File: src/rtl/core/square_equal_area_splitter_core_assert.svh
// Assertion macros shared by the splitter core RTL
`ifndef SQUARE_EQUAL_AREA_SPLITTER_CORE_ASSERT_SVH
`define SQUARE_EQUAL_AREA_SPLITTER_CORE_ASSERT_SVH
`ifndef SYNTH
`define SQEAS_ASSERT_IMP(lbl, ante, cons) \
  lbl: assert property (@(posedge clk) disable iff (rst) (ante) |-> (cons)) \
    else $error("sqeas: same-cycle implication failed");
`define SQEAS_ASSERT_NXT(lbl, ante, cons) \
  lbl: assert property (@(posedge clk) disable iff (rst) (ante) |=> (cons)) \
    else $error("sqeas: next-cycle implication failed");
`define SQEAS_ASSERT_NEVER(lbl, expr) \
  lbl: assert property (@(posedge clk) disable iff (rst) !(expr)) \
    else $error("sqeas: forbidden condition seen");
`else
`define SQEAS_ASSERT_IMP(lbl, ante, cons)
`define SQEAS_ASSERT_NXT(lbl, ante, cons)
`define SQEAS_ASSERT_NEVER(lbl, expr)
`endif
`endif

File: src/rtl/core/sqeas_pkg.sv
// Shared constants, job/divider structs and state encodings of the splitter core
package sqeas_pkg;

  // Port field widths
  localparam int SIDE_FIELD_BITS = 16;
  localparam int BOX_BITS        = 16;
  localparam int K_BITS          = 7;

  // Request limits and internal widths
  localparam int MAX_REGIONS  = 64;
  localparam int SIDE_BITS    = 16;
  localparam int ROOT_BITS    = 4;
  localparam int PART_BITS    = 4;
  localparam int WEIGHT_BITS  = 7;
  localparam int PROD_BITS    = SIDE_BITS + WEIGHT_BITS;
  localparam int DIV_BITS     = PROD_BITS;
  localparam int DIV_CNT_BITS = $clog2(DIV_BITS + 1);

  // Job queue between front and back (depth must be a power of two)
  localparam int QUEUE_DEPTH = 2;
  localparam int QPTR_BITS   = $clog2(QUEUE_DEPTH);

  // One classified request
  typedef struct packed {
    logic                   bad;
    logic [SIDE_BITS-1:0]   side;
    logic [K_BITS-1:0]      count;
    logic [ROOT_BITS-1:0]   root;
    logic [PART_BITS-1:0]   left_cols;
    logic [PART_BITS-1:0]   right_cols;
    logic [WEIGHT_BITS-1:0] weight;
  } job_t;

  typedef struct packed {
    logic                start;
    logic [DIV_BITS-1:0] dividend;
    logic [K_BITS-1:0]   divisor;
  } div_req_t;

  typedef struct packed {
    logic                done;
    logic [DIV_BITS-1:0] quotient;
  } div_rsp_t;

  typedef enum logic [2:0] {
    ST_IDLE,
    ST_MUL,
    ST_ISSUE,
    ST_WAIT,
    ST_BAND,
    ST_ROW,
    ST_COL,
    ST_ERROR
  } back_state_t;

  typedef enum logic [2:0] {
    OP_SPLIT,
    OP_LEFT_H,
    OP_RIGHT_H,
    OP_LEFT_W,
    OP_RIGHT_W
  } div_op_t;

endpackage

File: src/rtl/core/sqeas_if.sv
// Request and box channel interfaces of the splitter core
interface sqeas_req_if import sqeas_pkg::*; ();
  logic                       valid;
  logic                       ready;
  logic [SIDE_FIELD_BITS-1:0] square_side;
  logic [K_BITS-1:0]          region_count;

  modport source (output valid, output square_side, output region_count, input ready);
  modport sink   (input valid, input square_side, input region_count, output ready);
endinterface

interface sqeas_box_if import sqeas_pkg::*; ();
  logic                valid;
  logic                ready;
  logic [BOX_BITS-1:0] box_x;
  logic [BOX_BITS-1:0] box_y;
  logic [BOX_BITS-1:0] box_width;
  logic [BOX_BITS-1:0] box_height;
  logic                last_box;
  logic                request_error;

  modport source (output valid, output box_x, output box_y, output box_width,
                  output box_height, output last_box, output request_error, input ready);
  modport sink   (input valid, input box_x, input box_y, input box_width,
                  input box_height, input last_box, input request_error, output ready);
endinterface

File: src/rtl/core/sqeas_front.sv
// Request front end: accept a beat, check it and derive the band split
module sqeas_front import sqeas_pkg::*; (
  sqeas_req_if.sink req,
  input  logic      full,
  output logic      push,
  output job_t      job
);

  // Floor square root of a small count by parallel compares
  function automatic logic [ROOT_BITS-1:0] floor_root(input logic [K_BITS-1:0] val);
    logic [ROOT_BITS-1:0] root;
    root = '0;
    for (int i = 1; i < (1 << ROOT_BITS); i++) begin
      if ((2 * K_BITS)'(i * i) <= (2 * K_BITS)'(val)) begin
        root = ROOT_BITS'(i);
      end
    end
    return root;
  endfunction

  logic [SIDE_BITS-1:0]         side;
  logic [K_BITS-1:0]            count;
  logic [ROOT_BITS-1:0]         root;
  logic [2*ROOT_BITS-1:0]       root_sq;
  logic [K_BITS-1:0]            extra;
  logic [K_BITS-1:0]            left_full;
  logic [K_BITS-1:0]            right_full;
  logic [ROOT_BITS:0]           left_rows;
  logic [ROOT_BITS+PART_BITS:0] weight_full;

  assign req.ready = !full;
  assign push      = req.valid && !full;

  assign side  = SIDE_BITS'(req.square_side);
  assign count = req.region_count;

  // Split k into a full square plus a remainder
  assign root    = floor_root(count);
  assign root_sq = (2 * ROOT_BITS)'(root) * (2 * ROOT_BITS)'(root);
  assign extra   = count - K_BITS'(root_sq);

  // Columns of the taller left band and of the right band
  always_comb begin
    if (extra <= K_BITS'(root)) begin
      left_full  = extra;
      right_full = K_BITS'(root) - extra;
    end else begin
      left_full  = extra - K_BITS'(root);
      right_full = K_BITS'({root, 1'b0}) - extra + K_BITS'(1);
    end
  end

  assign left_rows   = {1'b0, root} + (ROOT_BITS + 1)'(1);
  assign weight_full = (ROOT_BITS + PART_BITS + 1)'(left_rows)
                     * (ROOT_BITS + PART_BITS + 1)'(PART_BITS'(left_full));

  // Pack the classified job
  always_comb begin
    job.bad        = (count == '0)
                  || ((SIDE_BITS + 1)'(count) > (SIDE_BITS + 1)'(side))
                  || (count > K_BITS'(MAX_REGIONS));
    job.side       = side;
    job.count      = count;
    job.root       = root;
    job.left_cols  = PART_BITS'(left_full);
    job.right_cols = PART_BITS'(right_full);
    job.weight     = WEIGHT_BITS'(weight_full);
  end

endmodule

File: src/rtl/core/sqeas_fifo.sv
// Short job queue that decouples the front end from the tiling engine
module sqeas_fifo import sqeas_pkg::*; (
  input  logic clk,
  input  logic rst,
  input  logic push,
  input  job_t push_job,
  output logic full,
  input  logic pop,
  output job_t pop_job,
  output logic empty
);

  `include "square_equal_area_splitter_core_assert.svh"

  job_t                 entries [QUEUE_DEPTH];
  logic [QPTR_BITS-1:0] wr_ptr;
  logic [QPTR_BITS-1:0] rd_ptr;
  logic [QPTR_BITS:0]   fill;

  assign full    = (fill == (QPTR_BITS + 1)'(QUEUE_DEPTH));
  assign empty   = (fill == '0);
  assign pop_job = entries[rd_ptr];

  // Pointers and fill level
  always_ff @(posedge clk) begin
    if (rst) begin
      wr_ptr <= '0;
      rd_ptr <= '0;
      fill   <= '0;
    end else begin
      if (push) begin
        wr_ptr <= wr_ptr + QPTR_BITS'(1);
      end
      if (pop) begin
        rd_ptr <= rd_ptr + QPTR_BITS'(1);
      end
      if (push && !pop) begin
        fill <= fill + (QPTR_BITS + 1)'(1);
      end else if (pop && !push) begin
        fill <= fill - (QPTR_BITS + 1)'(1);
      end
    end
  end

  // Store the pushed job
  always_ff @(posedge clk) begin
    if (push) begin
      entries[wr_ptr] <= push_job;
    end
  end

  `SQEAS_ASSERT_NEVER(a_push_when_full, push && full)
  `SQEAS_ASSERT_NEVER(a_pop_when_empty, pop && empty)
  `SQEAS_ASSERT_NEVER(a_fill_in_range, fill > (QPTR_BITS + 1)'(QUEUE_DEPTH))

endmodule

File: src/rtl/core/sqeas_div.sv
// Restoring divider, one quotient bit per cycle
module sqeas_div import sqeas_pkg::*; (
  input  logic     clk,
  input  logic     rst,
  input  div_req_t req,
  output div_rsp_t rsp
);

  `include "square_equal_area_splitter_core_assert.svh"

  logic                    busy;
  logic                    done;
  logic [DIV_CNT_BITS-1:0] steps;
  logic [DIV_BITS-1:0]     quo;
  logic [K_BITS-1:0]       rem;
  logic [K_BITS-1:0]       dvs;
  logic [K_BITS:0]         trial;
  logic [K_BITS:0]         diff;
  logic                    fits;

  // Shift in the next dividend bit and try to subtract
  assign trial = {rem, quo[DIV_BITS-1]};
  assign diff  = trial - {1'b0, dvs};
  assign fits  = (trial >= {1'b0, dvs});

  assign rsp.done     = done;
  assign rsp.quotient = quo;

  // Step counter and completion pulse
  always_ff @(posedge clk) begin
    if (rst) begin
      busy  <= 1'b0;
      done  <= 1'b0;
      steps <= '0;
    end else begin
      done <= 1'b0;
      if (req.start) begin
        busy  <= 1'b1;
        steps <= DIV_CNT_BITS'(DIV_BITS);
      end else if (busy) begin
        steps <= steps - DIV_CNT_BITS'(1);
        if (steps == DIV_CNT_BITS'(1)) begin
          busy <= 1'b0;
          done <= 1'b1;
        end
      end
    end
  end

  // Quotient and partial remainder
  always_ff @(posedge clk) begin
    if (req.start) begin
      quo <= req.dividend;
      rem <= '0;
      dvs <= req.divisor;
    end else if (busy) begin
      quo <= {quo[DIV_BITS-2:0], fits};
      rem <= fits ? diff[K_BITS-1:0] : trial[K_BITS-1:0];
    end
  end

  `SQEAS_ASSERT_NEVER(a_start_while_busy, req.start && busy)
  `SQEAS_ASSERT_NXT(a_start_runs, req.start, busy && !done)
  `SQEAS_ASSERT_IMP(a_done_idle, done, !busy)

endmodule

File: src/rtl/core/sqeas_back.sv
// Tiling engine: setup divisions, then walk the active bands and drive box beats, or one error beat
module sqeas_back import sqeas_pkg::*; (
  input  logic        clk,
  input  logic        rst,
  input  logic        fifo_empty,
  input  job_t        job,
  output logic        fifo_pop,
  output div_req_t    div_req,
  input  div_rsp_t    div_rsp,
  sqeas_box_if.source box
);

  `include "square_equal_area_splitter_core_assert.svh"

  back_state_t state;
  back_state_t state_next;
  div_op_t     op;
  logic        band_right;

  // Job fields and setup results
  logic [SIDE_BITS-1:0]   side;
  logic [K_BITS-1:0]      count;
  logic [ROOT_BITS-1:0]   root;
  logic [PART_BITS-1:0]   left_cols;
  logic [PART_BITS-1:0]   right_cols;
  logic [WEIGHT_BITS-1:0] weight;
  logic [PROD_BITS-1:0]   prod;
  logic [SIDE_BITS-1:0]   split;
  logic [SIDE_BITS-1:0]   left_w;
  logic [SIDE_BITS-1:0]   right_w;
  logic [SIDE_BITS-1:0]   left_h;
  logic [SIDE_BITS-1:0]   right_h;

  // Band walk
  logic [SIDE_BITS-1:0] x;
  logic [SIDE_BITS-1:0] y;
  logic [SIDE_BITS-1:0] x0;
  logic [SIDE_BITS-1:0] x1;
  logic [SIDE_BITS-1:0] cw;
  logic [SIDE_BITS-1:0] rh;
  logic [SIDE_BITS-1:0] row_h;
  logic                 last_row;

  // Output register
  logic                box_valid;
  logic [BOX_BITS-1:0] box_xr;
  logic [BOX_BITS-1:0] box_yr;
  logic [BOX_BITS-1:0] box_w;
  logic [BOX_BITS-1:0] box_h;
  logic                box_last;
  logic                box_error;

  logic                 out_free;
  logic                 out_load;
  logic                 left_active;
  logic                 right_active;
  logic                 final_band;
  logic                 div_zero;
  logic                 div_start;
  logic [DIV_BITS-1:0]  div_dividend;
  logic [K_BITS-1:0]    div_divisor;
  logic                 result_take;
  logic [SIDE_BITS-1:0] result_val;
  logic [SIDE_BITS:0]   col_sum;
  logic [SIDE_BITS:0]   row_sum;
  logic                 col_more;
  logic                 row_more;
  logic [SIDE_BITS-1:0] col_w;

  assign out_free     = !box_valid || box.ready;
  assign left_active  = (left_w != '0) && (left_h != '0);
  assign right_active = (right_w != '0) && (right_h != '0);
  assign final_band   = band_right || !right_active;

  assign col_sum  = {1'b0, x} + {1'b0, cw};
  assign col_more = (col_sum < {1'b0, x1});
  assign col_w    = col_more ? cw : (x1 - x);
  assign row_sum  = {1'b0, y} + {1'b0, rh};
  assign row_more = (row_sum < {1'b0, side});

  // Operands of the current setup division (ceilings folded into the dividend of the height and width divisions)
  always_comb begin
    unique case (op)
      OP_SPLIT: begin
        div_dividend = prod;
        div_divisor  = count;
      end
      OP_LEFT_H: begin
        div_dividend = DIV_BITS'(side) + DIV_BITS'(root);
        div_divisor  = K_BITS'(root) + K_BITS'(1);
      end
      OP_RIGHT_H: begin
        div_dividend = DIV_BITS'(side) + DIV_BITS'(root) - DIV_BITS'(1);
        div_divisor  = K_BITS'(root);
      end
      OP_LEFT_W: begin
        div_dividend = DIV_BITS'(split) + DIV_BITS'(left_cols) - DIV_BITS'(1);
        div_divisor  = K_BITS'(left_cols);
      end
      OP_RIGHT_W: begin
        div_dividend = DIV_BITS'(side) - DIV_BITS'(split)
                     + DIV_BITS'(right_cols) - DIV_BITS'(1);
        div_divisor  = K_BITS'(right_cols);
      end
      default: begin
        div_dividend = '0;
        div_divisor  = '0;
      end
    endcase
  end

  assign div_zero = (div_divisor == '0);
  assign div_req  = '{start: div_start, dividend: div_dividend, divisor: div_divisor};

  // Next state
  always_comb begin
    state_next = state;
    unique case (state)
      ST_IDLE: begin
        if (!fifo_empty) begin
          state_next = job.bad ? ST_ERROR : ST_MUL;
        end
      end
      ST_MUL: begin
        state_next = ST_ISSUE;
      end
      ST_ISSUE: begin
        if (div_zero) begin
          state_next = (op == OP_RIGHT_W) ? ST_BAND : ST_ISSUE;
        end else begin
          state_next = ST_WAIT;
        end
      end
      ST_WAIT: begin
        if (div_rsp.done) begin
          state_next = (op == OP_RIGHT_W) ? ST_BAND : ST_ISSUE;
        end
      end
      ST_BAND: begin
        if (band_right || left_active) begin
          state_next = ST_ROW;
        end else if (right_active) begin
          state_next = ST_BAND;
        end else begin
          state_next = ST_ERROR;
        end
      end
      ST_ROW: begin
        state_next = ST_COL;
      end
      ST_COL: begin
        if (out_free && !col_more) begin
          if (!last_row) begin
            state_next = ST_ROW;
          end else if (!band_right && right_active) begin
            state_next = ST_BAND;
          end else begin
            state_next = ST_IDLE;
          end
        end
      end
      ST_ERROR: begin
        if (out_free) begin
          state_next = ST_IDLE;
        end
      end
      default: begin
        state_next = ST_IDLE;
      end
    endcase
  end

  // Control outputs
  always_comb begin
    fifo_pop    = (state == ST_IDLE) && !fifo_empty;
    div_start   = (state == ST_ISSUE) && !div_zero;
    result_take = ((state == ST_ISSUE) && div_zero) || ((state == ST_WAIT) && div_rsp.done);
    result_val  = (state == ST_WAIT) ? SIDE_BITS'(div_rsp.quotient) : '0;
    out_load    = ((state == ST_COL) || (state == ST_ERROR)) && out_free;
  end

  // Control registers
  always_ff @(posedge clk) begin
    if (rst) begin
      state      <= ST_IDLE;
      op         <= OP_SPLIT;
      band_right <= 1'b0;
      box_valid  <= 1'b0;
    end else begin
      state <= state_next;
      if (fifo_pop) begin
        op         <= OP_SPLIT;
        band_right <= 1'b0;
      end else if (result_take) begin
        unique case (op)
          OP_SPLIT:   op <= OP_LEFT_H;
          OP_LEFT_H:  op <= OP_RIGHT_H;
          OP_RIGHT_H: op <= OP_LEFT_W;
          OP_LEFT_W:  op <= OP_RIGHT_W;
          default:    op <= OP_SPLIT;
        endcase
      end
      // Move to the right band when the left one is skipped or done
      if ((state == ST_BAND) && !band_right && !left_active && right_active) begin
        band_right <= 1'b1;
      end
      if ((state == ST_COL) && out_free && !col_more && last_row && !band_right
          && right_active) begin
        band_right <= 1'b1;
      end
      if (out_load) begin
        box_valid <= 1'b1;
      end else if (box.ready) begin
        box_valid <= 1'b0;
      end
    end
  end

  // Datapath registers
  always_ff @(posedge clk) begin
    if (fifo_pop) begin
      side       <= job.side;
      count      <= job.count;
      root       <= job.root;
      left_cols  <= job.left_cols;
      right_cols <= job.right_cols;
      weight     <= job.weight;
    end
    if (state == ST_MUL) begin
      prod <= PROD_BITS'(side) * PROD_BITS'(weight);
    end
    // Hold each setup result
    if (result_take) begin
      unique case (op)
        OP_SPLIT:   split   <= result_val;
        OP_LEFT_H:  left_h  <= result_val;
        OP_RIGHT_H: right_h <= result_val;
        OP_LEFT_W:  left_w  <= result_val;
        OP_RIGHT_W: right_w <= result_val;
        default:    split   <= result_val;
      endcase
    end
    // Load band geometry
    if (state == ST_BAND) begin
      y <= '0;
      if (band_right) begin
        x0 <= split;
        x1 <= side;
        cw <= right_w;
        rh <= right_h;
      end else begin
        x0 <= '0;
        x1 <= split;
        cw <= left_w;
        rh <= left_h;
      end
    end
    // Start a row: the last row takes what is left
    if (state == ST_ROW) begin
      x        <= x0;
      row_h    <= row_more ? rh : (side - y);
      last_row <= !row_more;
    end
    // Advance along the row as beats leave
    if ((state == ST_COL) && out_free) begin
      x <= col_sum[SIDE_BITS-1:0];
      if (!col_more) begin
        y <= row_sum[SIDE_BITS-1:0];
      end
    end
    if (out_load) begin
      if (state == ST_ERROR) begin
        box_xr    <= '0;
        box_yr    <= '0;
        box_w     <= '0;
        box_h     <= '0;
        box_last  <= 1'b1;
        box_error <= 1'b1;
      end else begin
        box_xr    <= BOX_BITS'(x);
        box_yr    <= BOX_BITS'(y);
        box_w     <= BOX_BITS'(col_w);
        box_h     <= BOX_BITS'(row_h);
        box_last  <= !col_more && last_row && final_band;
        box_error <= 1'b0;
      end
    end
  end

  assign box.valid         = box_valid;
  assign box.box_x         = box_xr;
  assign box.box_y         = box_yr;
  assign box.box_width     = box_w;
  assign box.box_height    = box_h;
  assign box.last_box      = box_last;
  assign box.request_error = box_error;

  `SQEAS_ASSERT_IMP(a_pop_only_idle, fifo_pop, state == ST_IDLE)
  `SQEAS_ASSERT_IMP(a_error_is_last, box_valid && box_error, box_last && box_w == '0)
  `SQEAS_ASSERT_IMP(a_box_not_empty, box_valid && !box_error, box_w != '0 && box_h != '0)

endmodule

File: src/rtl/core/square_equal_area_splitter_core.sv
// Setup per valid request: pop, one product, then five divisions on one shared restoring
// divider (a division with a zero column count skips the divider and gives zero); then the
// bands, rows and boxes are walked in turn. An invalid request gives one error beat instead.
// Requests: one at a time in the tiling engine, which takes no new one until it is through
// with the last; a two-deep job queue in front keeps taking requests while it is not full.
// Reset: synchronous, active high; clears control state only, no clearing pass.
module square_equal_area_splitter_core import sqeas_pkg::*; (
  input  logic        clk,
  input  logic        rst,
  sqeas_req_if.sink   req,
  sqeas_box_if.source box
);

  logic     push;
  job_t     push_job;
  logic     full;
  logic     pop;
  job_t     pop_job;
  logic     empty;
  div_req_t div_req;
  div_rsp_t div_rsp;

  // Accept and classify requests
  sqeas_front u_front (
    .req  (req),
    .full (full),
    .push (push),
    .job  (push_job)
  );

  // Decouple front and back
  sqeas_fifo u_fifo (
    .clk      (clk),
    .rst      (rst),
    .push     (push),
    .push_job (push_job),
    .full     (full),
    .pop      (pop),
    .pop_job  (pop_job),
    .empty    (empty)
  );

  // Shared setup divider
  sqeas_div u_div (
    .clk (clk),
    .rst (rst),
    .req (div_req),
    .rsp (div_rsp)
  );

  // Tile the square and drive box beats
  sqeas_back u_back (
    .clk        (clk),
    .rst        (rst),
    .fifo_empty (empty),
    .job        (pop_job),
    .fifo_pop   (pop),
    .div_req    (div_req),
    .div_rsp    (div_rsp),
    .box        (box)
  );

endmodule
File: src/flat_wrapper.sv
// flat-port wrapper written by rule: the top's interface ports become plain ports
module square_equal_area_splitter_core_flat import sqeas_pkg::*;
  (clk, rst, req_valid, req_square_side, req_region_count, req_ready, box_valid, box_box_x, box_box_y, box_box_width, box_box_height, box_last_box, box_request_error, box_ready);
  sqeas_req_if req_i ();
  sqeas_box_if box_i ();
  input  logic clk;
  input  logic rst;
  input wire logic [$bits(req_i.valid)-1:0] req_valid;
  input wire logic [$bits(req_i.square_side)-1:0] req_square_side;
  input wire logic [$bits(req_i.region_count)-1:0] req_region_count;
  output wire logic [$bits(req_i.ready)-1:0] req_ready;
  output wire logic [$bits(box_i.valid)-1:0] box_valid;
  output wire logic [$bits(box_i.box_x)-1:0] box_box_x;
  output wire logic [$bits(box_i.box_y)-1:0] box_box_y;
  output wire logic [$bits(box_i.box_width)-1:0] box_box_width;
  output wire logic [$bits(box_i.box_height)-1:0] box_box_height;
  output wire logic [$bits(box_i.last_box)-1:0] box_last_box;
  output wire logic [$bits(box_i.request_error)-1:0] box_request_error;
  input wire logic [$bits(box_i.ready)-1:0] box_ready;
  assign req_i.valid = req_valid;
  assign req_i.square_side = req_square_side;
  assign req_i.region_count = req_region_count;
  assign req_ready = req_i.ready;
  assign box_valid = box_i.valid;
  assign box_box_x = box_i.box_x;
  assign box_box_y = box_i.box_y;
  assign box_box_width = box_i.box_width;
  assign box_box_height = box_i.box_height;
  assign box_last_box = box_i.last_box;
  assign box_request_error = box_i.request_error;
  assign box_i.ready = box_ready;
  square_equal_area_splitter_core u_core (.clk(clk), .rst(rst), .req(req_i), .box(box_i));
endmodule
File: config.mk
export PLATFORM = sky130hd
export DESIGN_NAME = square_equal_area_splitter_core_flat
export DESIGN_NICKNAME = d
export VERILOG_FILES = /design/src/rtl/core/sqeas_pkg.sv /design/src/rtl/core/sqeas_if.sv /design/src/rtl/core/sqeas_front.sv /design/src/rtl/core/sqeas_fifo.sv /design/src/rtl/core/sqeas_div.sv /design/src/rtl/core/sqeas_back.sv /design/src/rtl/core/square_equal_area_splitter_core.sv /design/src/flat_wrapper.sv
export VERILOG_INCLUDE_DIRS = /design/src /design/src/rtl/core
export SDC_FILE = /design/constraint.sdc
export NUM_CORES = 1
export LEC_CHECK = 0
export BUFFER_PORTS_ARGS = -buffer_cell sky130_fd_sc_hd__buf_2
export CAP_MARGIN = 10
export CELL_PAD_IN_SITES_DETAIL_PLACEMENT = 0
export CELL_PAD_IN_SITES_GLOBAL_PLACEMENT = 2
export CORE_ASPECT_RATIO = 1.1
export CORE_UTILIZATION = 47
export CTS_CLUSTER_DIAMETER = 120
export DETAILED_ROUTE_END_ITERATION = 7
export PLACE_DENSITY = 0.89
export SETUP_SLACK_MARGIN = 0.1
export SYNTH_ARGS = -nofsm -noshare
export SYNTH_HDL_FRONTEND = slang
export SYNTH_HIERARCHICAL = 1
export SYNTH_SLANG_ARGS = --single-unit
File: constraint.sdc
create_clock -name clk -period 11.83 [get_ports clk]
set_input_delay 0 -clock clk [delete_from_list [all_inputs] [get_ports clk]]
set_output_delay 0 -clock clk [all_outputs]
set_load 0.005 [all_outputs]
==> results of run 1 <==
-- cells by family (layout without fill, tap and decap cells) --
logic type | after synthesis | after routing | synth area share, %
AO/OA/AOI/OAI | 489 | 489 | 10.64
XOR/XNOR | 155 | 155 | 4.463
adder cells (fa/ha/maj) | 332 | 332 | 15.87
buffers and inverters | 388 | 531 | 5.244
flip-flops | 467 | 467 | 44.69
multiplexers | 163 | 163 | 6.088
other | 2 | 3 | 0.02469
AND/OR/NAND/NOR | 768 | 768 | 12.98
-- power groups by stage --
stage | sequential, mW | combinational (mW) | clock, mW
4_1_cts | 2.78 | 6.48 | 1.61
5_1_grt | 2.82 | 7.34 | 1.67
3_3_place_gp | 2.81 | 6.35 | 0
2_1_floorplan | 2.69 | 5.03 | 0
3_5_place_dp | 2.82 | 6.42 | 0
6_report | 2.78 | 6.44 | 1.58
-- area by class of cell --
class,count,area [um^2]
repair buffers,156,1001
clock inverters,30,297.8
clock buffers,63,1363
well taps,841,1052
flip-flops and latches,467,13600
multi-input cells,1910,15280
fillers,5646,30190
inverters,282,1059
-- placed cells by master (no fill, tap or decap), drive strengths merged, types with 90 or more instances in the layout --
cell,count
mux2,146
inv,283
fa,90
o21ai,102
xnor2,114
buf,130
and2,159
nor2,187
ha,241
edfxtp,424
a21oi,131
nand2,160
-- worst max-delay path, delay by kind of cell --
kind	cells	cell delay [ps]
muxes	1	440
and+or+nand+nor	7	1490
AOI/OAI and AO/OA	9	2060
buffers and inverters	6	1080
adders and majority gates	6	2330
xor gates and xnor gates	4	880
-- final timing paths --
kind / cells past startpoint / end / from / slack, ps
min: 2 / u_core/u_fifo/entries[1][40] / req_square_side[14] / 150
max reg2reg: 18 / u_core/u_back/prod[21] / u_core/u_back/side[2] / 5600
min reg2reg: 2 / u_core/u_div/rem[6] / u_core/u_div/rem[6] / 490
max: 33 / u_core/u_fifo/entries[0][6] / req_region_count[2] / 3910
-- layer usage --
metal	GRT usage, %	vias to the layer above	routed length, um
li1	-	10040	-
met1	29.62	10190	33020
met2	42.69	475	38900
met3	2.648	121	2934
met4	8.615	0	2718
met5	0	-	0
==> out/metrics.yaml, run 1 <==
outcome: "finished clean"
clk_pin_slew_ps: 60
crit_required_ps: 12220
cts.sinks: 467
whs_ps: 151.7
avgSynthCellArea_um2: 11.01
gp_congestion: 0.9041
drtIter0Drc: 1308
antenna_found_initial: 0
p_leak_nw: 13.56
io_pins: 95
largest_register_ffs: 86
critPathKind: "input pin to flip-flop"
post_cts_resized: 0
finClkSkew_ps: 19.50
dpl_cell_area_um2: 31730
synth_commonest_cells: "424 x edfxtp_1, 280 x inv_1, 241 x ha_1, 184 x nor2_1, 160 x nand2_1"
netlist_instances: 2764
tns_ps: 0
rows: 97
rsz0062_at_grt: "no"
dieHeight_um: 268.8
synth_edf_count: 424
synth.most_common_cell: "edfxtp_1"
comb_power_share_pct: 59.6
p_seq_share_pct: 25.8
avgViaCountPerCell: 5.553
power_density_nw_per_um2: 320.9
yosys.cell_types.count: 97
fin_area_um2: 33650
start_util_pct: 47.65
regMostFlops: "u_core/u_fifo/entries"
cts_tree: "done"
irDropWorstVdd_mv: 0.2957
setup_viol: 0
power.internal_mw: 6.189
ys.flop_type: "edfxtp_1"
top_regs: "u_core/u_fifo/entries x86, u_core/u_back/prod x23, u_core/u_div/quo x23"
grt_usage_pct: 23.83
grt.overflow.total: 0
maxCapViolations: 0
critical_path_peak_fanout: 12
hp-class: "input pin to flip-flop"
slew_viol_final: 0
io_buffers: 94
post-cts-setup-buffer-count: 0
p_clk_share_pct: 14.6
p_total_mw: 10.80
synthToLayoutAreaGrowth_pct: 10.61
seq_area_frac_synth_pct: 44.69
yosysTopAreaCell: "edfxtp_1"
syn-cell-area_um2: 30420
max_freq_ghz: 0.1263
wl_per_cell_um: 20.69
grt_pass1_wl_um: 120500
h-tree-depth: 2
ant_nets: 0
crit_path_max_incr_delay_ps: 550
startpoint_type: "input pin"
worstPathArrival_ps: 8310
yosysWarnings: 6
drcViolationCount: 0
switching_power_mw: 4.607
nNetsFinal: 3226
slew_headroom_pct: 21.04
fin_util_pct: 52.70
ctsHoldBuffers: 26
die-width_um: 244.6
cp_slowest_cell: "dlygate4sd3_1"
grt_pass1_vias: 21090
die_area_um2: 65740
cts_buffers: 51
core_area_um2: 63840
tightest_slew_ps: 1184
grt_max_degree: 84
placedCellCount: 3630
swShare_pct: 42.67
yosys-top-cells-area: "edfxtp_1 42%, ha_1 9.9%, fa_1 5.9%"
cts-root-buf: "clkbuf_16"
layout.cells.non_filler: 3749
num_vias: 20820
n_antenna_cell: 0
layout_min_cycle_time_ps: 7920
wl_um: 77570
cts_buffer_depth: 3
ys_ff_latch: 467
synth_top_area_share_pct: 41.86
drive_gt1_share_pct: 14.31
cp-end-kind: "flip-flop"
period_share_pct: 66.95
synth-async-reset-ratio_pct: 0
first_pass_iters: 7
post-place-ws_ps: 3819
report.final.hold_viol_count: 0
clk_latency_ps: 610
hpwlAfterDp_um: 58540
worst_slack_ps: 3910
No activity file was read; power rests on OpenSTA's default activity.
==> run 2, diff against run 1 <==
--- a/config.mk
+++ b/config.mk
@@ -11,10 +11,10 @@
 export CELL_PAD_IN_SITES_DETAIL_PLACEMENT = 0
 export CELL_PAD_IN_SITES_GLOBAL_PLACEMENT = 2
 export CORE_ASPECT_RATIO = 1.1
-export CORE_UTILIZATION = 47
+export CORE_UTILIZATION = 43
 export CTS_CLUSTER_DIAMETER = 120
 export DETAILED_ROUTE_END_ITERATION = 7
-export PLACE_DENSITY = 0.89
+export PLACE_DENSITY = 0.83
 export SETUP_SLACK_MARGIN = 0.1
 export SYNTH_ARGS = -nofsm -noshare
 export SYNTH_HDL_FRONTEND = slang
==> constraint.sdc (replaced) <==
create_clock -name clk -period 7.3 [get_ports clk]
set_input_delay 0 -clock clk [delete_from_list [all_inputs] [get_ports clk]]
set_output_delay 0 -clock clk [all_outputs]
set_load 0.005 [all_outputs]
==> run 2 against run 1 <==
Clock skew rose by 9.1 ps. Global-route usage fell by 2.0 points. Final cell count rose by 2.7%. Clock power rose by 67%. Hold slack got worse by 21 ps. Combinational power rose by 61%. Critical path depth rose by 1. Via count fell by 0.12%. Cell area rose by 0.93%. Worst setup slack got worse by 3400 ps. Core utilization fell by 3.8 points. Critical path type unchanged. Largest power group unchanged.
==> out/metrics.yaml, run 2 (same netlist as run 1, synthesis figures left out) <==
cts_buffer_depth: 3  # unchanged
post-place-ws_ps: -84.07  # -3903 ps
period_share_pct: 92.34
critPathKind: "input pin to flip-flop"
rows: 101  # +4.1%
start_util_pct: 43.76  # -3.9 points
maxCapViolations: 0  # unchanged
grt_pass1_vias: 21270  # +0.85%
cp_slowest_cell: "dlygate4sd3_1"
clk_pin_slew_ps: 60  # about the same
p_leak_nw: 13.67  # +0.82%
nNetsFinal: 3244  # +0.56%
p_clk_share_pct: 14.9  # +0.3 points
swShare_pct: 42.54  # -0.13 points
slew_headroom_pct: 23.51  # +2.5 points
worst_slack_ps: 559.4  # -3351 ps
clk_latency_ps: 610  # about the same
core_area_um2: 69500  # +8.9%
die_area_um2: 71810  # +9.2%
synthToLayoutAreaGrowth_pct: 11.64
avgViaCountPerCell: 5.398  # -2.8%
first_pass_iters: 6  # -1
power.internal_mw: 10.15  # +64%
rsz0062_at_grt: "no"
hpwlAfterDp_um: 60510  # +3.4%
h-tree-depth: 2  # unchanged
io_pins: 95  # unchanged
critical_path_peak_fanout: 12  # unchanged
switching_power_mw: 7.511  # +63%
mostFrequentLayoutCell: "edfxtp_1"
crit_path_max_incr_delay_ps: 540  # about the same
report.final.hold_viol_count: 0  # unchanged
drcViolationCount: 0  # unchanged
layout.cells.non_filler: 3852  # +2.7%
antenna_found_initial: 0  # unchanged
largest_register_ffs: 86  # unchanged
grt_max_degree: 84  # unchanged
max_freq_ghz: 0.1484
r2r_slack_ps: 1150  # -4450 ps
drive_gt1_share_pct: 15.15  # +0.84 points
fin_area_um2: 33960  # +0.93%
outcome: "finished clean"
dpl_cell_area_um2: 31960  # +0.73%
layout_min_cycle_time_ps: 6741
cts_tree: "done"
finClkSkew_ps: 28.58  # +9.078 ps
setup_viol: 0  # unchanged
placedCellCount: 3732  # +2.8%
cp-end-kind: "flip-flop"
grt_pass1_wl_um: 121000  # +0.41%
slew_viol_final: 0  # unchanged
die-width_um: 255.6  # +4.5%
n_antenna_cell: 0  # unchanged
wl_um: 78770  # +1.5%
comb_power_share_pct: 59.1  # -0.5 points
drtIter0Drc: 1233  # -5.7%
cts.sinks: 467  # unchanged
final_cell_mix: "424 x edfxtp_1, 279 x inv_1, 241 x ha_1, 183 x nor2_1, 160 x nand2_1"
irDropWorstVdd_mv: 0.4658  # +58%
gp_congestion: 0.9364  # +3.6%
regMostFlops: "u_core/u_fifo/entries"
num_vias: 20790  # -0.12%
worstPathArrival_ps: 7140  # -1170 ps
startpoint_type: "input pin"
top_regs: "u_core/u_fifo/entries x86, u_core/u_back/prod x23, u_core/u_div/quo x23"
io_buffers: 94  # unchanged
p_total_mw: 17.66  # +64%
wl_per_cell_um: 20.45  # -1.2%
ant_nets: 0  # unchanged
dieHeight_um: 281.0  # +4.5%
crit_required_ps: 7700  # -4520 ps
grt_usage_pct: 21.87  # -2.0 points
cts_buffers: 51  # unchanged
tightest_slew_ps: 1147  # -37.00 ps
p_seq_share_pct: 26.0  # +0.2 points
cts-root-buf: "clkbuf_16"
hp-class: "input pin to flip-flop"
power_density_nw_per_um2: 519.9  # +62%
cp_common_cell: "inv_1"
grt.overflow.total: 0  # unchanged
run 2: cell count changes in the layout (fill, tap and decap cells not counted), sizes merged:
cell and delta:
inv +4, buf +18, clkinvlp +4, clkinv -7
bufinv +3, clkbuf -5
run 2: metrics by stage:
stage          util [%]  hold slack [ps]  setup TNS (ps)
2_1_floorplan         -            69.07               0
3_3_place_gp      45.98            201.6          -24.03
3_5_place_dp      45.98            208.6          -168.1
4_1_cts           48.80            105.9               0
5_1_grt           48.86            123.5               0
6_report          48.86            130.4               0
run 2: final cells by class:
class,instances,area [um^2]
inverters,282,1059
flip-flops and latches,467,13600
well taps,927,1160
clock buffers,58,1303
repair buffers,174,1136
fillers,6352,35550
clock inverters,34,397.9
multi-input cells,1910,15310
run 2: timing repair:
action,CTS,global route
hold buffers,26,0
resized for setup,0,5
setup buffers,0,2
setup endpoints to repair,0,2
hold endpoints to repair,78,0
run 2: final timing paths:
check                                             start                            to  cells after the start
worst max-delay path                req_region_count[4]   u_core/u_fifo/entries[0][6]                     34
worst min register to register      u_core/u_div/rem[6]           u_core/u_div/rem[6]                      2
worst max register to register  u_core/u_back/weight[6]        u_core/u_back/prod[21]                     18
worst min-delay path                req_square_side[11]  u_core/u_fifo/entries[0][37]                      2
run 2: power groups by stage:
stage	Combinational [mW]	Clock (mW)	Sequential, mW
after global routing	11.9	2.80	4.64
after floorplan	8.14	0	4.37
after detailed placement	10.4	0	4.64
final	10.4	2.64	4.58
after global placement	10.3	0	4.63
after CTS	10.5	2.70	4.59
run 2: per-layer routing:
layer | wire length [um] | vias up | global-route usage [%]
met2 | 40470 | 407 | 40.54
li1 | - | 10070 | -
met3 | 2645 | 112 | 2.219
met4 | 2454 | 0 | 7.385
met1 | 33200 | 10210 | 26.35
met5 | 0 | - | 0
run 2: worst max-delay path, delay by kind of cell:
kind / cells / cell delay, ps
buffers and inverters: 9 / 1460
xor gates and xnor gates: 4 / 680
and+or+nand+nor: 7 / 1280
adders and majority gates: 6 / 2170
AOI/OAI and AO/OA: 6 / 1180
muxes: 2 / 360
